File: config.mk
export PLATFORM = sky130hd
export DESIGN_NAME = operator_token_scanner_top
export DESIGN_NICKNAME = d
export VERILOG_FILES = /design/src/rtl/ots_pkg.sv /design/src/rtl/operator_token_scanner_top.sv /design/src/rtl/ots_front.sv /design/src/rtl/ots_queue.sv /design/src/rtl/ots_back.sv
export SDC_FILE = /design/constraint.sdc
export NUM_CORES = 1
export LEC_CHECK = 0
export BUFFER_PORTS_ARGS = -buffer_cell sky130_fd_sc_hd__clkbuf_2
export CAP_MARGIN = 20
export CELL_PAD_IN_SITES_DETAIL_PLACEMENT = 2
export CELL_PAD_IN_SITES_GLOBAL_PLACEMENT = 2
export CORE_MARGIN = 10
export CORE_UTILIZATION = 40
export DETAILED_ROUTE_END_ITERATION = 16
export PLACE_DENSITY = 0.79
export REMOVE_ABC_BUFFERS = 1
export SETUP_SLACK_MARGIN = 0.5
export SKIP_LAST_GASP = 1
export SYNTH_ARGS = -nofsm -noshare
export SYNTH_HDL_FRONTEND = slang
export SYNTH_SLANG_ARGS = --single-unit
File: constraint.sdc
create_clock -name clk -period 4.05 [get_ports clk]
set_input_delay 0.81 -clock clk [delete_from_list [all_inputs] [get_ports clk]]
set_output_delay 0.81 -clock clk [all_outputs]
set_load 0.01 [all_outputs]
File: src/rtl/ots_pkg.sv
// Package for the operator token scanner: item and token types, token class codes,
// character constants and classification functions.
// No dependencies.
package ots_pkg;

    localparam logic [2:0] CLS_ARITH   = 3'd0;
    localparam logic [2:0] CLS_ASSIGN  = 3'd1;
    localparam logic [2:0] CLS_EXP     = 3'd2;
    localparam logic [2:0] CLS_REL     = 3'd3;
    localparam logic [2:0] CLS_LOGIC   = 3'd4;
    localparam logic [2:0] CLS_UNKNOWN = 3'd5;
    localparam logic [2:0] CLS_OTHER   = 3'd6;

    localparam logic [7:0] CH_PLUS    = 8'h2B;
    localparam logic [7:0] CH_MINUS   = 8'h2D;
    localparam logic [7:0] CH_STAR    = 8'h2A;
    localparam logic [7:0] CH_SLASH   = 8'h2F;
    localparam logic [7:0] CH_PERCENT = 8'h25;
    localparam logic [7:0] CH_LT      = 8'h3C;
    localparam logic [7:0] CH_GT      = 8'h3E;
    localparam logic [7:0] CH_EQ      = 8'h3D;
    localparam logic [7:0] CH_BANG    = 8'h21;
    localparam logic [7:0] CH_AMP     = 8'h26;
    localparam logic [7:0] CH_PIPE    = 8'h7C;
    localparam logic [7:0] CH_SPACE   = 8'h20;
    localparam logic [7:0] CH_TAB     = 8'h09;
    localparam logic [7:0] CH_NEWLINE = 8'h0A;

    typedef struct packed {
        logic [7:0] char_byte;
        logic       end_of_text;
    } ots_in_t;

    typedef struct packed {
        logic [2:0] token_class;
        logic [7:0] first_char;
        logic [7:0] second_char;
        logic [1:0] lexeme_length;
        logic       run_last;
    } ots_out_t;

    typedef struct packed {
        logic [1:0] count;
        ots_out_t   tok0;
        ots_out_t   tok1;
    } ots_push_t;

    typedef struct packed {
        logic pending_valid;
    } ots_front_stat_t;

    function automatic logic is_starter(input logic [7:0] c);
        return c == CH_PLUS || c == CH_MINUS || c == CH_STAR || c == CH_SLASH ||
               c == CH_PERCENT || c == CH_LT || c == CH_GT || c == CH_EQ ||
               c == CH_BANG || c == CH_AMP || c == CH_PIPE;
    endfunction

    function automatic logic is_blank(input logic [7:0] c);
        return c == CH_SPACE || c == CH_TAB || c == CH_NEWLINE;
    endfunction

    function automatic logic [2:0] single_class(input logic [7:0] c);
        logic [2:0] cls;
        case (c)
            CH_PLUS, CH_MINUS, CH_STAR, CH_SLASH, CH_PERCENT: cls = CLS_ARITH;
            CH_LT, CH_GT:                                     cls = CLS_REL;
            CH_EQ:                                            cls = CLS_ASSIGN;
            CH_BANG:                                          cls = CLS_LOGIC;
            CH_AMP, CH_PIPE:                                  cls = CLS_UNKNOWN;
            default:                                          cls = CLS_OTHER;
        endcase
        return cls;
    endfunction

    // Returns {hit, class} for the two-character form a followed by b.
    function automatic logic [3:0] pair_class(input logic [7:0] a, input logic [7:0] b);
        logic [3:0] res;
        res = {1'b0, CLS_OTHER};
        if (b == CH_EQ) begin
            case (a)
                CH_PLUS, CH_MINUS, CH_STAR, CH_SLASH, CH_PERCENT: res = {1'b1, CLS_ASSIGN};
                CH_LT, CH_GT, CH_EQ, CH_BANG:                     res = {1'b1, CLS_REL};
                default:                                          res = {1'b0, CLS_OTHER};
            endcase
        end else if (a == b) begin
            case (a)
                CH_PLUS, CH_MINUS: res = {1'b1, CLS_ARITH};
                CH_STAR:           res = {1'b1, CLS_EXP};
                CH_AMP, CH_PIPE:   res = {1'b1, CLS_LOGIC};
                default:           res = {1'b0, CLS_OTHER};
            endcase
        end
        return res;
    endfunction

endpackage

File: src/rtl/operator_token_scanner_top.sv
// Operator token scanner top level: one character per cycle in, one token per cycle out
// unless stalled. A completed token passes through the token queue and the output register.
// Throughput is one character per cycle while the queue has room; a character that yields
// two tokens pushes both into the token queue (DEPTH entries, two free to accept).
// Asynchronous reset clears the pending character, the queue pointers and level, and the output valid flag.
// Depends on ots_pkg, ots_front, ots_queue and ots_back.
module operator_token_scanner_top #(
    parameter int QUEUE_DEPTH = 4
) (
    input  logic              clk,
    input  logic              rst_n,
    input  logic              char_valid,
    output logic              char_stall,
    input  ots_pkg::ots_in_t  char_item,
    output logic              token_valid,
    input  logic              token_stall,
    output ots_pkg::ots_out_t token_item
);
    import ots_pkg::*;

    localparam int LW = $clog2(QUEUE_DEPTH + 1);

    ots_push_t       push;
    ots_front_stat_t front_stat;
    logic            room;
    logic            head_valid;
    ots_out_t        head;
    logic            pop;
    logic [LW-1:0]   level;

    ots_front u_front (
        .clk        (clk),
        .rst_n      (rst_n),
        .char_valid (char_valid),
        .char_stall (char_stall),
        .char_item  (char_item),
        .room       (room),
        .push       (push),
        .stat       (front_stat)
    );

    ots_queue #(
        .DEPTH (QUEUE_DEPTH)
    ) u_queue (
        .clk        (clk),
        .rst_n      (rst_n),
        .push       (push),
        .room       (room),
        .head_valid (head_valid),
        .head       (head),
        .pop        (pop),
        .level      (level)
    );

    ots_back u_back (
        .clk         (clk),
        .rst_n       (rst_n),
        .head_valid  (head_valid),
        .head        (head),
        .pop         (pop),
        .token_valid (token_valid),
        .token_stall (token_stall),
        .token_item  (token_item)
    );

`ifndef SYNTHESIS
    a_level_bound: assert property (@(posedge clk) disable iff (!rst_n)
        level <= LW'(QUEUE_DEPTH))
        else $error("token queue level exceeds its depth");

    a_push_room: assert property (@(posedge clk) disable iff (!rst_n)
        push.count == 2'd2 |-> level <= LW'(QUEUE_DEPTH - 2))
        else $error("two tokens pushed without room");

    a_final_flush: assert property (@(posedge clk) disable iff (!rst_n)
        char_valid && !char_stall && char_item.end_of_text |=> !front_stat.pending_valid)
        else $error("character left pending after the final item");

    a_pop_nonempty: assert property (@(posedge clk) disable iff (!rst_n)
        pop |-> level != '0)
        else $error("token popped from an empty queue");
`endif

endmodule

File: src/rtl/ots_front.sv
// Front end of the operator token scanner: accepts characters, holds the pending
// character and forms up to two tokens per character. Depends on ots_pkg.
module ots_front (
    input  logic                     clk,
    input  logic                     rst_n,
    input  logic                     char_valid,
    output logic                     char_stall,
    input  ots_pkg::ots_in_t         char_item,
    input  logic                     room,
    output ots_pkg::ots_push_t       push,
    output ots_pkg::ots_front_stat_t stat
);
    import ots_pkg::*;

    logic       pend_valid_reg;
    logic       pend_valid_next;
    logic [7:0] pend_char_reg;
    logic [7:0] pend_char_next;

    logic       accept;
    logic [7:0] c;
    logic       last;
    logic [3:0] pc;
    logic       pair_hit;
    logic       have_p;
    logic       c_start;
    logic       c_emit;
    logic [1:0] n;
    ots_out_t   pair_tok;
    ots_out_t   p_tok;
    ots_out_t   c_tok;

    assign c          = char_item.char_byte;
    assign last       = char_item.end_of_text;
    assign char_stall = !room;
    assign accept     = char_valid && room;

    always_comb
    begin
        pc       = pair_class(pend_char_reg, c);
        pair_hit = pend_valid_reg && pc[3];
        have_p   = pend_valid_reg && !pc[3];
        c_start  = is_starter(c);
        c_emit   = !pair_hit && ((c_start && last) || (!c_start && !is_blank(c)));
        if (pair_hit) begin
            n = 2'd1;
        end else begin
            n = {1'b0, have_p} + {1'b0, c_emit};
        end

        pair_tok = '{token_class: pc[2:0], first_char: pend_char_reg, second_char: c,
                     lexeme_length: 2'd2, run_last: 1'b1};
        p_tok    = '{token_class: single_class(pend_char_reg), first_char: pend_char_reg,
                     second_char: 8'd0, lexeme_length: 2'd1, run_last: 1'b0};
        c_tok    = '{token_class: single_class(c), first_char: c, second_char: 8'd0,
                     lexeme_length: 2'd1, run_last: 1'b1};

        push.count = accept ? n : 2'd0;
        if (pair_hit) begin
            push.tok0 = pair_tok;
        end else if (have_p) begin
            push.tok0 = p_tok;
            push.tok0.run_last = !c_emit;
        end else begin
            push.tok0 = c_tok;
        end
        push.tok1 = c_tok;

        pend_valid_next = pend_valid_reg;
        pend_char_next  = pend_char_reg;
        if (accept) begin
            pend_valid_next = !pair_hit && c_start && !last;
            pend_char_next  = pend_valid_next ? c : 8'd0;
        end
    end

    always_ff @(posedge clk or negedge rst_n)
    begin
        if (!rst_n) begin
            pend_valid_reg <= 1'b0;
            pend_char_reg  <= 8'd0;
        end else begin
            pend_valid_reg <= pend_valid_next;
            pend_char_reg  <= pend_char_next;
        end
    end

    assign stat.pending_valid = pend_valid_reg;

endmodule

File: src/rtl/ots_queue.sv
// Token queue between the front and back ends of the operator token scanner:
// takes up to two tokens and gives one per cycle while the back end pops. Depends on ots_pkg.
module ots_queue #(
    parameter int DEPTH = 4
) (
    input  logic                      clk,
    input  logic                      rst_n,
    input  ots_pkg::ots_push_t        push,
    output logic                      room,
    output logic                      head_valid,
    output ots_pkg::ots_out_t         head,
    input  logic                      pop,
    output logic [$clog2(DEPTH+1)-1:0] level
);
    import ots_pkg::*;

    localparam int PW = (DEPTH > 1) ? $clog2(DEPTH) : 1;
    localparam int LW = $clog2(DEPTH + 1);
    localparam logic [PW-1:0] LAST_IDX = PW'(DEPTH - 1);

    ots_out_t      entry [DEPTH];
    logic [PW-1:0] wptr_reg;
    logic [PW-1:0] wptr_next;
    logic [PW-1:0] wptr_1;
    logic [PW-1:0] rptr_reg;
    logic [PW-1:0] rptr_next;
    logic [LW-1:0] level_reg;
    logic [LW-1:0] level_next;

    function automatic logic [PW-1:0] ptr_inc(input logic [PW-1:0] p);
        return (p == LAST_IDX) ? '0 : p + 1'b1;
    endfunction

    always_comb
    begin
        wptr_1 = ptr_inc(wptr_reg);
        case (push.count)
            2'd1:    wptr_next = wptr_1;
            2'd2:    wptr_next = ptr_inc(wptr_1);
            default: wptr_next = wptr_reg;
        endcase
        rptr_next  = pop ? ptr_inc(rptr_reg) : rptr_reg;
        level_next = level_reg + LW'(push.count) - LW'(pop);
    end

    always_ff @(posedge clk or negedge rst_n)
    begin
        if (!rst_n) begin
            wptr_reg  <= '0;
            rptr_reg  <= '0;
            level_reg <= '0;
        end else begin
            wptr_reg  <= wptr_next;
            rptr_reg  <= rptr_next;
            level_reg <= level_next;
        end
    end

    always_ff @(posedge clk)
    begin
        if (push.count != 2'd0) begin
            entry[wptr_reg] <= push.tok0;
        end
        if (push.count == 2'd2) begin
            entry[wptr_1] <= push.tok1;
        end
    end

    assign room       = level_reg <= LW'(DEPTH - 2);
    assign head_valid = level_reg != '0;
    assign head       = entry[rptr_reg];
    assign level      = level_reg;

endmodule

File: src/rtl/ots_back.sv
// Back end of the operator token scanner: output register that takes tokens
// from the queue and presents them on the token channel. Depends on ots_pkg.
module ots_back (
    input  logic              clk,
    input  logic              rst_n,
    input  logic              head_valid,
    input  ots_pkg::ots_out_t head,
    output logic              pop,
    output logic              token_valid,
    input  logic              token_stall,
    output ots_pkg::ots_out_t token_item
);
    import ots_pkg::*;

    logic     valid_reg;
    logic     valid_next;
    ots_out_t data_reg;

    assign pop        = head_valid && (!valid_reg || !token_stall);
    assign valid_next = pop ? 1'b1 : (valid_reg && token_stall);

    always_ff @(posedge clk or negedge rst_n)
    begin
        if (!rst_n) begin
            valid_reg <= 1'b0;
        end else begin
            valid_reg <= valid_next;
        end
    end

    always_ff @(posedge clk)
    begin
        if (pop) begin
            data_reg <= head;
        end
    end

    assign token_valid = valid_reg;
    assign token_item  = data_reg;

endmodule
After elaboration in Yosys (flattened, before gate mapping) --
Memory sizes are Yosys's and may differ from the RTL's. A register that Yosys moved wholly into a read port is not among the register bits. Cells that the tools add are included.
Word-level totals: flip-flop bits (word level) 17, memory bits (writable) 88, input port bits 13, memories kept 1
Memories:
- u_queue.entry | depth 4, width 22, read ports 1, clocked after Yosys merged registers in 1, write ports 2, line ots_queue.sv:21 | ots_out_t entry [DEPTH];
Cells by class: magnitude comparators 1, equal/unequal tests 31, add/subtract/negate cells 6, reduce and logical (&&, ||, !) cells 44, muxes and demuxes 20
Operators by type and width (count):
- $eq A8 B6 Y1 const B | 21
- $mux W22 | 2
- $pmux W3 S5 | 2
- $eq A8 B4 Y1 const B | 2
- $eq A8 B7 Y1 const B | 2
- $logic_or A1 B1 Y1 | 14
- $pmux W4 S3 | 1
- $logic_and A1 B1 Y1 | 10
- $mux W2 | 5
- $reduce_or A2 Y1 | 5
- $reduce_or A5 Y1 | 2
- $logic_not A1 Y1 | 9
- $eq A2 B2 Y1 const B | 4
- $eq A8 B8 Y1 | 1
- $mux W4 | 2
- $mux W8 | 1
- $pmux W4 S2 | 1
- $add A2 B1 Y2 const B | 3
- $mux W1 | 5
- $pmux W2 S2 | 1
- $reduce_bool A2 Y1 | 2
- $reduce_or A4 Y1 | 1
- $add A3 B2 Y3 | 1
- $le A3 B2 Y1 const B | 1
- 4 further kinds | 4

Longest topological paths before layout --
Gate-level depths: netlist of run 1.
word-level depth 21, gate-level depth with buffers 19, mapped depth without buffers 15

Modules after synthesis --
A second synthesis of run 1 with hierarchy kept.
Second synthesis, totals: cell total of the unflattened synthesis 492, area, all modules 6977.9 um^2
Modules (own cells, without submodules):
- ots_queue | times used 1, area each 4772.1 um^2, seq. area each 2817.7 um^2, cells an instance 269
- ots_front | times used 1, area each 1501.4 um^2, seq. area each 225.2 um^2, cells an instance 198
- ots_back | times used 1, area each 704.4 um^2, seq. area each 685.7 um^2, cells an instance 25

Worst setup path before layout of run 1 --
No wires, ideal clock.
path type input to register, from in char_item[8] (netlist bit), to mem u_queue.entry[0][11] (netlist bit) (data pin), arrival time 3.915 ns, required time 3.778 ns, setup slack -0.137 ns, stages 16, path through buf_2 or2_4 nor2_4 nand2_2 and3_4 o21a_4 buf_6 a211oi_1 ha_1 o21ai_1 ha_1 nor2b_1 a21oi_1 inv_1 nand2_1 o22ai_1
RTL lines:
- from (decl) | line operator_token_scanner_top.sv:14 | input ots_pkg::ots_in_t char_item,
- to (decl) | line ots_queue.sv:21

==> results of run 1 <==
Yosys cell counts, types with 3 or more instances:
cell type and number:
a21oi_1 16, nand2_1 71, and3_1 5, and2_1 7, nand4_1 3, clkbuf_1 16, a41o_1 6, nor2_1 29
dfrtp_1 17, o21ai_0 33, xnor2_1 10, buf_2 13, ha_1 13, inv_1 22, nor3b_1 4, a32o_1 24
buf_6 4, o22ai_1 16, dfxtp_1 44, o2bb2ai_1 4, mux4_2 22, nor2b_1 6, o21ai_1 10, a31oi_1 5
edfxtp_1 66, nand2b_1 9, nand3_1 6
worst reg2reg max path, delay by kind of cell (launching register included):
| kind | cells | cell delay (ns) |
|---|---|---|
| AND/OR/NAND/NOR | 4 | 0.79 |
| buffers and inverters | 4 | 0.69 |
| AO/OA/AOI/OAI | 5 | 0.65 |
| adder cells (fa/ha/maj) | 2 | 0.55 |
| flip-flops | 1 | 0.45 |
| XOR/XNOR | 1 | 0.23 |
metrics by stage:
step,setup TNS [ns],instance area [um^2]
floorplan,0,5900
global placement,0,6700
detailed placement,-2.10,6700
CTS,0,7420
global route,0,7640
finish,0,7640
layer usage:
layer | wire, um | part of all wire | global-route usage
met5 | 0 | 0 | 0
met4 | 957 | 0.038 | 0.102
met3 | 1450 | 0.058 | 0.0464
met2 | 13100 | 0.52 | 0.423
met1 | 9520 | 0.38 | 0.271
layout make-up:
class,count,share of cell area
clock buffers,17,0.0557
inverters,24,0.0118
multi-input cells,339,0.358
clock inverters,15,0.0273
repair buffers,93,0.0851
well taps,184,0.0301
flip-flops and latches,127,0.431
what timing repair did:
item	4_1_cts	5_1_grt
resized for setup	25	49
hold buffers	0	0
setup buffers	2	6
setup endpoints to repair	107	128
pin swaps	3	9
worst paths after layout:
path                                                      start                                    to  slack [ns]  depth (start not counted)
min reg2reg                    u_queue.entry[1][8]$_SDFFE_PP0P_      u_queue.entry[1][8]$_SDFFE_PP0P_        0.47                          2
max reg2reg                u_front.pend_char_reg[7]$_DFFE_PN0P_        u_queue.entry[0][20]$_DFFE_PP_        0.52                         16
min                                                       rst_n          u_back.token_valid$_DFF_PN0_        0.33                          1
max                                                char_item[7]        u_queue.entry[0][20]$_DFFE_PP_        0.41                         17
min in group clk               u_queue.entry[1][8]$_SDFFE_PP0P_      u_queue.entry[1][8]$_SDFFE_PP0P_        0.47                          2
max in group asynchronous                                 rst_n  u_front.pend_char_reg[1]$_DFFE_PN0P_        3.37                          1
logic make-up after synthesis:
group	after synthesis	synth area share
AOI/OAI and AO/OA	131	0.152
xor gates and xnor gates	11	0.0159
adders and majority gates	14	0.0301
buffers and inverters	58	0.0435
DFF	127	0.542
muxes	26	0.0886
and+or+nand+nor	157	0.128
report_power, final:
part	switching [mW]	internal [mW]	total, mW
Sequential	0.153	1.64	1.80
Clock	0.649	1.04	1.69
Combinational	0.847	0.548	1.39
Total	1.65	3.23	4.88
==> results.py, run 1 <==
metrics = {
    "timing": {
        "rsz0062_at_grt": "no",
        "final-max-slew-violation-count": 0,
        "finalCritPeriodShare": 0.899,
        "slew_headroom": 0.431,
        "setup_viol": 0,
        "min_period_ns": 3.64,
        "hold_ws_ns": 0.331,
        "hold_viol": 0,
        "fin_skew_ns": 0.0100,
        "worst_slack_ns": 0.409,
        "tightest_slew_ns": 0.845,
        "fmax_mhz": 275,
    },
    "cts": {
        "clkLatencyLatePin_ns": 0.43,
        "cts-root-buf": "clkbuf_16",
        "cts_max_level": 4,
        "tritoncts": "yes",
        "cts_buffers": 17,
        "clkSinkCount": 127,
        "clock_path_buffers": 2,
        "path_clk_slew_ns": 0.06,
    },
    "pwr": {
        "p_per_area_nw_per_um2": 639,
        "power_leakage_nw": 2.81,
        "vdd_drop_max_v": 0.000269,
        "total_power_mw": 4.88,
    },
    "synthesis": {
        "ys_types": 62,
        "async_flop_share": 0.134,
        "synth_edf_count": 66,
        "netlist_area_um2": 6070,
        "synth_warnings": 0,
        "synth_top_area_share": 0.326,
        "synth_area_leaders": "edfxtp_1, dfxtp_1, mux4_2, dfrtp_1, nand2_1",
        "syn_inst": 524,
        "seq_area_frac_synth": 0.542,
        "synth.avg_cell_area_um2": 11.6,
        "yosys_most_used_dff": "edfxtp_1",
        "synth_top_cell_by_area": "edfxtp_1",
        "ys_ff_latch": 127,
    },
    "route": {
        "dr.pass1.iters": 5,
        "postRouteWirelength_mm": 25.0,
        "drc": 0,
        "antenna_left": 0,
        "drt-initial-drc-count": 443,
        "wl_per_cell_um": 31.3,
        "viasPerCell": 6.40,
        "vias": 5114,
    },
    "grt": {
        "grt_start_max_net_pins": 31,
        "grt_use_total": 0.237,
        "grt_pass1_wl_mm": 35.8,
        "grt_pass1_vias": 5601,
        "overflow": 0,
        "antenna_found_initial": 0,
    },
    "final_layout": {
        "multiInputGateArea_um2": 2740,
        "final_common_cell": "edfxtp_1",
        "largest_reg_flops": 88,
        "drive_above_1_share": 0.345,
        "final_cell_mix": "edfxtp_1, nand2_1, buf_4",
        "seq_area_um2": 3300,
        "antenna_cells": 0,
        "fin_cells": 799,
        "finalCoreUtilization": 0.520,
        "nNetsFinal": 629,
        "synthToLayoutAreaGrowth_pct": 25.9,
        "fillCellCount": 1426,
    },
    "die": {
        "dieArea_um2": 20500,
        "io_pins": 37,
        "start_util": 0.413,
        "die_h_um": 143,
        "die_w_um": 143,
        "rows": 44,
        "core_area_um2": 14700,
    },
    "critical_path": {
        "slowest_delay_ns": 0.31,
        "critPathSlowestCell": "ha_4",
        "arrival_ns": 3.89,
        "start_kind": "primary input",
        "cp-end-kind": "register",
        "worstSetupPathType": "primary input to register",
        "path_cells": "clkbuf_2 -> buf_4 -> xnor2_1 -> nand4_1 -> nor2_2 -> and3_4 -> o21a_4 -> a211oi_2 -> ha_4 -> o21ai_4 -> ha_4 -> buf_4 -> buf_4 -> a21oi_1 -> buf_4 -> nand2_1 -> o22ai_1",
        "cp_max_fo": 10,
        "cp.required_ns": 4.30,
        "cp.buffers_inverters": 5,
        "critPathMostFrequentCell": "buf_4",
        "cp_top_family": "buffers and inverters",
    },
    "place": {
        "dp.cells": 759,
        "globalplace.congestion": 0.866,
        "dpl.hpwl_mm": 15.7,
        "dp_slack_ns": -0.126,
        "io_buffers": 36,
    },
    "run": {
        "maxCapViolations": 0,
    },
    "outcome": {
        "status": "complete, no violations",
    },
    "min_path": {
        "hold_path_class": "primary input to asynchronous set/reset pin",
    },
}
No activity file was read; power rests on OpenSTA's default activity.
==> inputs of run 2 (changes only) <==
ABC_CLOCK_PERIOD_IN_PS = 4500   (was default)
CAP_MARGIN = 30   (was 20)
clock period = 4.5 ns   (was 4.05 ns; I/O delays follow)
==> run 2 against run 1 <==
  * Count of clock-buffer cells in the layout increased by 6
  * Sequential cell count unchanged
  * Hold slack improved by 0.090 ns
  * Setup slack improved by 0.19 ns
  * Routed wire length decreased by 13%
  * Sequential share of layout area increased by 2.3 points
  * Cell count decreased by 2.6%
==> results.py, run 2 (synthesis gave the netlist of run 1 again) <==
metrics = {
    "grt": {
        "grt_pass1_vias": 5287,
        "grt_pass1_wl_mm": 32.9,
        "grt_use_total": 0.217,
        "grt_start_max_net_pins": 31,
        "overflow": 0,
        "antenna_found_initial": 0,
    },
    "die": {
        "die_w_um": 143,
        "start_util": 0.413,
        "dieArea_um2": 20500,
        "io_pins": 37,
        "core_area_um2": 14700,
        "die_h_um": 143,
        "rows": 44,
    },
    "timing": {
        "rsz0062_at_grt": "no",
        "fmax_mhz": 256,
        "tightest_slew_ns": 0.629,
        "setup_viol": 0,
        "finalCritPeriodShare": 0.867,
        "hold_viol": 0,
        "fin_skew_ns": 0.00719,
        "final-max-slew-violation-count": 0,
        "hold_ws_ns": 0.421,
        "min_period_ns": 3.90,
        "slew_headroom": 0.577,
    },
    "place": {
        "postPlaceCellArea_um2": 6570,
        "io_buffers": 36,
        "globalplace.congestion": 0.857,
        "dpl.hpwl_mm": 14.7,
    },
    "final_layout": {
        "nNetsFinal": 608,
        "antenna_cells": 0,
        "drive_above_1_share": 0.263,
        "final_common_cell": "nand2_1",
        "design_area_um2": 7240,
        "synthToLayoutAreaGrowth_pct": 19.2,
        "largest_reg_flops": 88,
        "final_cell_mix": "nand2_1, edfxtp_1, dfxtp_1",
        "fillCellCount": 1475,
    },
    "cts": {
        "cts_hold_buf": 0,
        "cts-root-buf": "clkbuf_16",
        "path_clk_slew_ns": 0.06,
        "clkSinkCount": 127,
        "tritoncts": "yes",
        "cts_max_level": 4,
        "clkLatencyLatePin_ns": 0.43,
        "clock_path_buffers": 2,
        "cts_buffers": 17,
    },
    "critical_path": {
        "startpoint": "char_item[3]",
        "path_cells": "clkbuf_2 -> nand4_1 -> nor2_4 -> nand2_2 -> and3_4 -> o21a_4 -> a211oi_1 -> ha_1 -> o21ai_2 -> ha_4 -> nand2_1 -> nand2_1 -> o21ai_0",
        "cp-end-kind": "register",
        "cp.required_ns": 4.62,
        "worstSetupPathType": "primary input to register",
        "rr_worst_depth": 12,
        "worstReg2RegStart": "u_front.pend_char_reg[6]$_DFFE_PN0P_",
        "critPathSlowestCell": "nand2_1",
        "slowest_delay_ns": 0.48,
        "start_kind": "primary input",
        "critPathMostFrequentCell": "nand2_1",
        "cp_max_fo": 11,
        "arrival_ns": 4.02,
    },
    "route": {
        "viasPerCell": 6.18,
        "vias": 4807,
        "drc": 0,
        "antenna_left": 0,
        "postRouteWirelength_mm": 21.6,
        "dr.pass1.iters": 5,
        "drt-initial-drc-count": 403,
        "wl_per_cell_um": 27.8,
    },
    "pwr": {
        "p_per_area_nw_per_um2": 564,
        "vdd_drop_max_v": 0.000279,
        "total_power_mw": 4.08,
        "power_leakage_nw": 2.66,
    },
    "outcome": {
        "status": "complete, no violations",
    },
    "min_path": {
        "hold_path_class": "primary input to asynchronous set/reset pin",
    },
    "run": {
        "maxCapViolations": 0,
    },
}
run 2: cell types whose count changed in the layout (fill, tap and decap cells not counted), sizes merged:
cell,previous run,this run
buf,59,37
bufinv,4,0
clkbuf,51,58
clkinvlp,2,0
run 2: layer usage:
metal	global-route usage	vias to the layer above	share of wire
met1	0.255	2522	0.40
met2	0.375	173	0.51
met5	0	-	0
met4	0.0847	0	0.025
met3	0.0531	32	0.057
li1	-	2080	-
run 2: what timing repair did:
item / in CTS / in global routing
cloned: 0 / 0
gates resized for setup: 4 / 13
pin swaps: 0 / 2
setup buffers: 0 / 3
setup endpoints to repair: 12 / 98
run 2: path summary, 6_finish.rpt:
check                                                  endpoint  slack (ns)
min in group clk               u_queue.entry[3][8]$_SDFFE_PP0N_        0.46
min                                  u_queue.level[2]$_DFF_PN0_        0.42
max in group asynchronous  u_front.pend_char_reg[1]$_DFFE_PN0P_        3.72
max                              u_queue.entry[0][15]$_DFFE_PP_        0.60
max reg2reg                      u_queue.entry[0][15]$_DFFE_PP_        0.62
min reg2reg                    u_queue.entry[3][8]$_SDFFE_PP0N_        0.46
run 2: power by group:
group / total, mW / internal [mW] / switching [mW]
logic: 1.12 / 0.434 / 0.685
clock network: 1.38 / 0.834 / 0.542
registers: 1.58 / 1.48 / 0.104
total: 4.08 / 2.75 / 1.33
run 2: final cells by class:
| cell class | instances | area (um^2) | area share |
|---|---|---|---|
| clock buffer | 23 | 531 | 0.0733 |
| clock inverter | 9 | 66.3 | 0.00916 |
| inverter | 24 | 90.1 | 0.0125 |
| multi-input combinational | 339 | 2570 | 0.356 |
| sequential | 127 | 3290 | 0.455 |
| tap | 184 | 230 | 0.0318 |
| timing repair buffer | 72 | 453 | 0.0626 |
run 2: critical path, delay by kind of cell:
| family | cells | cell delay, ns |
|---|---|---|
| AND/OR/NAND/NOR | 6 | 1.40 |
| AO/OA/AOI/OAI | 4 | 0.96 |
| buffers and inverters | 1 | 0.23 |
| adder cells (fa/ha/maj) | 2 | 0.53 |
run 2: metrics by stage:
step / setup TNS, ns / std cells / utilization / worst slack [ns]
6_report: 0 / 778 / 0.492 / 0.599
5_1_grt: 0 / 778 / 0.492 / 0.434
3_3_place_gp: 0 / 743 / 0.447 / 0.233
3_5_place_dp: -0.263 / 743 / 0.447 / -0.0799
2_1_floorplan: 0 / 490 / - / 0.409
4_1_cts: 0 / 775 / 0.488 / 0.561
==> inputs of run 3 (changes only) <==
GPL_TIMING_DRIVEN = 0   (was default)
==> run 3 against run 2 <==
  * Via count grew 3.3%
  * Routed wire length grew 8.6%
  * Setup slack lost 0.085 ns
  * Critical path type is now register to register
==> results.py, run 3 (synthesis gave the netlist of run 1 again) <==
metrics = {
    "timing": {
        "hold_viol": 0,
        "finalCritPeriodShare": 0.886,
        "fmax_mhz": 251,
        "tightest_slew_ns": 0.685,
        "slew_headroom": 0.543,
        "fin_skew_ns": 0.0126,
        "final-max-slew-violation-count": 0,
        "fin_setup_tns_ns": 0,
        "hold_ws_ns": 0.405,
        "min_period_ns": 3.99,
        "worst_slack_ns": 0.514,
        "setup_viol": 0,
        "rsz0062_at_grt": "no",
    },
    "run": {
        "maxCapViolations": 0,
    },
    "critical_path": {
        "cp_max_fo": 13,
        "arrival_ns": 4.28,
        "start_kind": "register",
        "cp-end-kind": "register",
        "worstSetupPathType": "register to register",
        "cp.required_ns": 4.80,
    },
    "die": {
        "start_util": 0.413,
        "io_pins": 37,
        "die_h_um": 143,
        "rows": 44,
        "dieArea_um2": 20500,
        "die_w_um": 143,
        "core_area_um2": 14700,
    },
    "pwr": {
        "vdd_drop_max_v": 0.000304,
        "power_leakage_nw": 2.64,
        "p_per_area_nw_per_um2": 564,
    },
    "cts": {
        "cts_hold_buf": 0,
        "path_clk_slew_ns": 0.06,
        "cts-root-buf": "clkbuf_16",
        "cts_max_level": 4,
        "tritoncts": "yes",
        "clkLatencyLatePin_ns": 0.44,
        "cts_buffers": 17,
        "clkSinkCount": 127,
        "clock_path_buffers": 2,
    },
    "grt": {
        "met3_usage": 0.0531,
        "antenna_found_initial": 0,
        "grt_use_met2": 0.383,
        "grt_use_total": 0.222,
        "overflow": 0,
        "use_met1": 0.254,
        "grt_pass1_vias": 5369,
        "grt_pass1_wl_mm": 34.0,
        "grt-busiest-layer": "met2",
        "grt_start_max_net_pins": 31,
    },
    "route": {
        "postRouteWirelength_mm": 23.5,
        "viasPerCell": 6.43,
        "vias": 4968,
        "dr.pass1.iters": 5,
        "drc": 0,
        "drt-initial-drc-count": 324,
        "antenna_left": 0,
        "wl_per_cell_um": 30.4,
    },
    "min_path": {
        "hold_path_class": "primary input to asynchronous set/reset pin",
    },
    "final_layout": {
        "fillCellCount": 1402,
        "nNetsFinal": 603,
        "synthToLayoutAreaGrowth_pct": 22.6,
        "final_common_cell": "edfxtp_1",
        "drive_above_1_share": 0.295,
        "multiInputGateArea_um2": 2700,
        "antenna_cells": 0,
        "seq_area_um2": 3290,
        "final_cell_mix": "edfxtp_1, nand2_1, dfxtp_1",
        "largest_reg_flops": 88,
    },
    "place": {
        "dpl.hpwl_mm": 13.6,
        "globalplace.congestion": 0.817,
        "dp_slack_ns": -1.11,
        "io_buffers": 36,
    },
    "outcome": {
        "status": "complete, no violations",
    },
}
run 3: timing repair:
action / 4_1_cts / 5_1_grt
cloned: 1 / 0
pin swaps: 3 / 10
gates resized for setup: 39 / 26
setup endpoints to repair: 127 / 103
setup buffers: 6 / 13
run 3: layout make-up:
cell class,count,area share
Sequential cell,127,0.443
Multi-Input combinational cell,340,0.363
Clock buffer,25,0.0709
Timing Repair Buffer,66,0.0708
Tap cell,184,0.0309
Inverter,24,0.0145
Clock inverter,7,0.00689
run 3: per-layer routing:
| metal | part of all wire | vias up |
|---|---|---|
| li1 | - | 2074 |
| met1 | 0.38 | 2597 |
| met2 | 0.51 | 223 |
| met3 | 0.065 | 74 |
| met4 | 0.043 | 0 |
| met5 | 0 | - |
run 3: where the power goes:
group | switching [mW] | internal [mW] | leakage [nW]
Sequential | 0.141 | 1.48 | 1.15
Combinational | 0.720 | 0.501 | 1.21
Clock | 0.543 | 0.814 | 0.280
Total | 1.40 | 2.79 | 2.64
run 3: path summary, 6_finish.rpt:
check	from	to	slack [ns]	cells past startpoint
max	u_front.pend_char_reg[4]$_DFFE_PN0P_	u_queue.entry[1][1]$_SDFFE_PP1P_	0.51	17
min	rst_n	u_queue.rptr_reg[0]$_DFFE_PN0P_	0.41	1
max reg2reg	u_front.pend_char_reg[4]$_DFFE_PN0P_	u_queue.entry[1][1]$_SDFFE_PP1P_	0.51	17
min reg2reg	u_queue.entry[0][8]$_SDFFE_PP0N_	u_queue.entry[0][8]$_SDFFE_PP0N_	0.46	2
max in group asynchronous	rst_n	u_front.pend_char_reg[6]$_DFFE_PN0P_	3.74	1
min in group clk	u_queue.entry[0][8]$_SDFFE_PP0N_	u_queue.entry[0][8]$_SDFFE_PP0N_	0.46	2
run 3: worst max-delay path: stages (launching register included):
cell and delay [ns]:
dfrtp_2 0.48, nor4b_4 0.42, o21ai_1 0.21, o22a_2 0.34, nor2_4 0.23, o21a_4 0.17
a211oi_1 0.05, ha_2 0.37, o21ai_4 0.08, ha_4 0.24, nand2_2 0.14, inv_1 0.12
nor2_4 0.20, buf_6 0.19, clkinvlp_4 0.16, buf_8 0.20, nor2_1 0.14, a21oi_1 0.08
run 3: stage by stage:
| stage | cells | cell area [um^2] | utilization | total power, mW |
|---|---|---|---|---|
| 2_1_floorplan | 490 | 5900 | - | 2.22 |
| 3_3_place_gp | 710 | 6310 | 0.429 | 2.57 |
| 3_5_place_dp | 720 | 6470 | 0.440 | 2.73 |
| 4_1_cts | 759 | 7250 | 0.493 | 4.16 |
| 5_1_grt | 773 | 7440 | 0.506 | 4.37 |
| 6_report | 773 | 7440 | 0.506 | 4.20 |
